### src/sv/nda_ram.sv
`timescale 1ns / 1ps
// ---------------------------------------------------------------------------
// nda_ram
// Generic single-port-write, single-port-read RAM with registered read.
// ---------------------------------------------------------------------------
module nda_ram #(
   parameter int Width = 8,
   parameter int Depth = 512
) (
   input  logic                     clock,
   input  logic                     wr_en,
   input  logic [$clog2(Depth)-1:0] wr_addr,
   input  logic [Width-1:0]         wr_data,
   input  logic [$clog2(Depth)-1:0] rd_addr,
   output logic [Width-1:0]         rd_data
);
   logic [Width-1:0] mem [Depth];

   // write port and registered read
   always_ff @(posedge clock) begin
      if (wr_en) mem[wr_addr] <= wr_data;
      rd_data <= mem[rd_addr];
   end
endmodule
### config.mk
export PLATFORM = sky130hd
export DESIGN_NAME = nda_ram
export DESIGN_NICKNAME = d
export VERILOG_FILES = /design/src/sv/nda_ram.sv
export SDC_FILE = /design/constraint.sdc
export NUM_CORES = 2
export LEC_CHECK = 0
export ABC_AREA = 1
export BUFFER_PORTS_ARGS = -buffer_cell sky130_fd_sc_hd__buf_2
export CAP_MARGIN = 40
export CORE_MARGIN = 2
export CORE_UTILIZATION = 40
export CTS_CLUSTER_DIAMETER = 200
export DETAILED_ROUTE_END_ITERATION = 10
export PLACE_DENSITY = 0.61
export SLEW_MARGIN = 25
export SYNTH_ARGS = -nofsm -noshare
export SYNTH_HDL_FRONTEND = slang
export SYNTH_SLANG_ARGS = --single-unit
### constraint.sdc
create_clock -name clock -period 2 [get_ports clock]
set_clock_uncertainty 0.15 [all_clocks]
set_input_delay 0.3 -clock clock [delete_from_list [all_inputs] [get_ports clock]]
set_output_delay 0.3 -clock clock [all_outputs]
set_load 0.05 [all_outputs]
# [Yosys cells after proc, flatten, opt, wreduce, memory -nomap -nowiden]
# Memory sizes are Yosys's and may differ from the RTL's. A register that Yosys moved wholly into a read port is not among the register bits.
# Index checks and enable logic that the tools add are counted.
[totals] latchBits=0 wordCells=3 mem_bits_ro=0 n_memories=1 output_inout_bits=8 ram_bits=4096 reg_bits=0 inputBits=28
[op_classes] eq_ne=0 reduce_logical=0 shifts=0 bitwise=0 mux=2 div=0 multipliers=0 add_sub_neg=0 magnitude_cmp=0
[mem_list] memory="mem" words=512 width=8 rd=1 rd_clocked_by_memory_dff=1 write_ports=1 line="17" text="logic [Width-1:0] mem [Depth];"
[op_table] operator="two-way mux 1 bit" count=2

# [Depth between registers and ports, before layout]
[depth] ltp_word=2 depth_mapped=15 depth_no_buf=11

# [Least setup slack after synthesis]
# Ideal clock, no wire load.
[synth_timing] path_kind="in2reg" start="input port wr_addr[4]" end="memory mem[213][0] (enable)" path_stages=7 path_buffers=1 setup_time_ns=0.370 required_time_ns=1.480 setup_slack_ns=-0.041 arrival_ns=1.521 cell_sequence="inv_1 > nor2_1 > inv_1 > nor2_1 > inv_1 > clkbuf_1 > nor2_1"
[synth_lines] element="start: declaration" line="12" text="input logic [$clog2(Depth)-1:0] wr_addr,"
[synth_lines] element="end: declaration" line="17"
# No word-level cell before the write port.

# [Final worst setup path]
[layout_timing] start="register rd_data[1], read port of mem" end="output port rd_data[1]"
[layout_lines] element="start: declaration" line="15" text="output logic [Width-1:0] rd_data"
# No word-level cell between the ends.

==> metrics.txt <==
static leakage=72.4 nW; Final Cell Area=between 200000 and 250000 um2; flip-flop and latch count after synthesis=approximately 4000; number of buffers created by CTS=roughly 410; P per Cell Area=926 nW/um2; synthesis-to-layout area growth=20.4%; Yosys Warn Count=0; CTS tree=built; data arrival time at the worst-slack endpoint=1.62 ns; CP cell instances=buf_8; biggest area consumer among synthesized cells=edfxtp_1; netlist area before placement=roughly 170000 um2; worst slew pin tran=0.684 ns; mean number of vias per cell=5.46; sequential fraction of the synthesis area=0.739; maximum net fanout on the critical path=1; clock-pin slew on the worst setup and hold paths=0.06 ns; pin count of the biggest net entering global routing=123; total length of routed wires=~500 mm; antenna violations before repair=17; most frequently used cell type in the post-synthesis netlist=nand2_1; root buffer cell=clkbuf_16; violated checks=negative setup slack; fraction of registers with async set or reset after synthesis=0; simple logic cell fraction of the synthesized area=0.228; max_slew headroom=0.544; synthesized-area fraction occupied by ao, oa, aoi and oai cells=0; Crit. End Element=output pin; achievable frequency=roughly 0.48 GHz; Top delay family on crit path=flip-flops; Data required, critical path=about 1.6 ns; count of flip-flops with a built-in enable after synthesis=4096; adder-cell area share of the yosys netlist=0; Worst Setup Slack, final=-0.0667 ns; grt ovf=0; post-synthesis mux area share=0; count of unique library cells instantiated by Yosys=16; global routing usage summed across all routing layers=0.229; final count of negative-setup-slack endpoints=7; TritonCTS Sinks=just over 4000; detailed-route wire length per cell=23.8 um; list of most frequent post-synthesis cells=nand2_1 (4160), edfxtp_1 (4096), nand3_1 (4080), buf_2 (517), nor2_1 (514); Chip Width=650 um; number of global-route vias before repair=108782; max cap viols=0; effective utilization at floorplan=0.401; xor and xnor fraction of the mapped netlist area=0; average footprint of a synthesized cell=between 10 and 15 um2; Port Buf Inserts=35; drt drc=0; worst min-delay path category=primary input to flop; number of instances in the synthesized netlist=~14000; Setup Slack @ Placement=-1.28 ns; number of placement rows=237; top_reg_cell synth=edfxtp_1; final net count=15091; Routed Antenna Nets=0; RSZ-0062 raised after global routing=true; DPL Wire Length=316 mm; insertion delay to the later sink of the worst-skew pair=1.01 ns; total power after layout=0.186 W; Max Root-Sink Buffers=4; fraction of final layout cells sized beyond drive strength 1=0.165; combinational family with the most area after synthesis=simple AND/OR/NAND/NOR gates; Die Span Y=650 um; Slowest cell on crit path=dfxtp_4; Pins Over Slew Limit=0; drt first pass iters=6; Iter 0 DRT Violations=14876; dominant cells by area after synthesis=edfxtp_1 (74%), nand3_1 (12%), nand2_1 (9.4%); type of the worst setup path=flop to output pin; sum of buffers and inverters on the critical path=1; delay of the slowest cell on the worst path=0.43 ns; Period minus WS final=2.07 ns; top-area cell type share of the netlist area=0.738; via count of the routed design=114108; fraction of the cycle the final worst path needs=1.03; total setup buffers inserted after CTS=0; die area=roughly 420000 um2; launching element type of the critical path=flop; final hold vios=0; instance area at placement=186000 um2; Top-Level Pins=36; wire length of the first global-routing pass=728 mm; Synthesized Nets=13919; routability congestion estimate=about 0.91; maximum VDD drop=0.000745 V; result of the run=finished with violations; count of H-tree levels built during CTS=5; Core ar.=between 400000 and 500000 um2
power by group:
part / switching [W] / internal (W)
clock network: 0.0333 / 0.0444
logic: 0.00915 / 0.00423
registers: 0.000121 / 0.0947
final timing paths:
path                         startpoint                    end  slack, ns  cells after the start
hold reg to reg   mem[276][4]$_DFFE_PP_     rd_data[4]$_DFF_P_       0.96                     10
setup / recovery     rd_data[1]$_DFF_P_             rd_data[1]      -0.07                      1
setup reg to reg  mem[371][6]$_DFFE_PP_     rd_data[6]$_DFF_P_       0.01                     10
hold / removal               wr_addr[2]  mem[465][3]$_DFFE_PP_       0.14                      6
through the flow:
| stage | TNS (ns) | hold WS [ns] | util | std cells |
|---|---|---|---|---|
| after floorplan | -11.59 | 0.249 | - | 13891 |
| after global placement | -617.56 | 0.420 | 0.447 | 20130 |
| after detailed placement | -594.93 | 0.420 | 0.447 | 20130 |
| after CTS | -0.852 | 0.0806 | 0.481 | 20901 |
| after global routing | -0.544 | 0.134 | 0.483 | 20907 |
| final | -0.278 | 0.136 | 0.483 | 20910 |
per-layer routing:
| metal | routed length (um) | track usage | share of wire | up-vias |
|---|---|---|---|---|
| met1 | 205000 | 0.325 | 0.41 | 56126 |
| met2 | 229000 | 0.360 | 0.46 | 5168 |
| li1 | - | - | - | 51874 |
| met4 | 20100 | 0.0884 | 0.041 | 2 |
| met3 | 42100 | 0.0294 | 0.085 | 938 |
| met5 | 13 | 0 | 0.000026 | - |
sequential cells by signal, indices dropped and copies added, names as in the netlist:
register	count
rd_data	8
mem	4096
cell families (layout without fill, tap and decap cells):
| group | after synthesis | after routing |
|---|---|---|
| simple gates | 8765 | 8765 |
| flops | 4104 | 4104 |
| buf+inv | 1022 | 2538 |
| other cells | 0 | 6 |
layout by cell type (no fill, tap or decap):
| cell type | synthesis | routed |
|---|---|---|
| nand3_1 | 4080 | 3910 |
| edfxtp_1 | 4096 | 4096 |
| dfxtp_4 | 0 | 8 |
| clkbuf_1 | 184 | 88 |
| nor2_1 | 514 | 512 |
| nor2_4 | 0 | 1 |
| nor3_1 | 11 | 11 |
| inv_4 | 2 | 1 |
| buf_16 | 0 | 9 |
| nand2_1 | 4160 | 4145 |
| buf_2 | 517 | 13 |
| nand2_4 | 0 | 15 |
| buf_12 | 1 | 342 |
| clkbuf_16 | 0 | 426 |
| clkinvlp_4 | 0 | 15 |
| clkinv_8 | 0 | 5 |
| inv_16 | 0 | 7 |
| inv_8 | 0 | 2 |
| bufinv_16 | 0 | 40 |
| buf_8 | 4 | 18 |
| clkbuf_8 | 0 | 11 |
| nand3_2 | 0 | 145 |
| nand3_4 | 0 | 25 |
| buf_6 | 72 | 7 |
| nor2_2 | 0 | 1 |
| dlygate4sd3_1 | 0 | 10 |
| inv_1 | 34 | 32 |
| inv_6 | 0 | 6 |
| clkinv_2 | 0 | 83 |
| clkinv_16 | 0 | 6 |
| clkinv_4 | 0 | 13 |
| diode_2 | 0 | 6 |
| clkinv_1 | 0 | 68 |
| bufbuf_16 | 0 | 1 |
| buf_4 | 123 | 1335 |
area by class of cell:
type | instances | area (um2)
Antenna cell | 6 | 15.0
Clock buffer | 521 | 11000
Clock inverter | 239 | 2500
Fill cell | 36144 | 215000
Inverter | 39 | 203
Multi-Input combinational cell | 8765 | 39200
Sequential cell | 4104 | 123000
Tap cell | 5497 | 6880
Timing Repair Buffer | 1739 | 17800
what timing repair did:
action                                   CTS  global route
hold endpoints to repair                3638             0
gates resized for setup                  125           128
hold buffers                              10             0
endpoints found under the setup margin    16            16
pin swaps                                  1             9
gates cloned                               1             4
No activity file was read; power rests on OpenSTA's default activity.
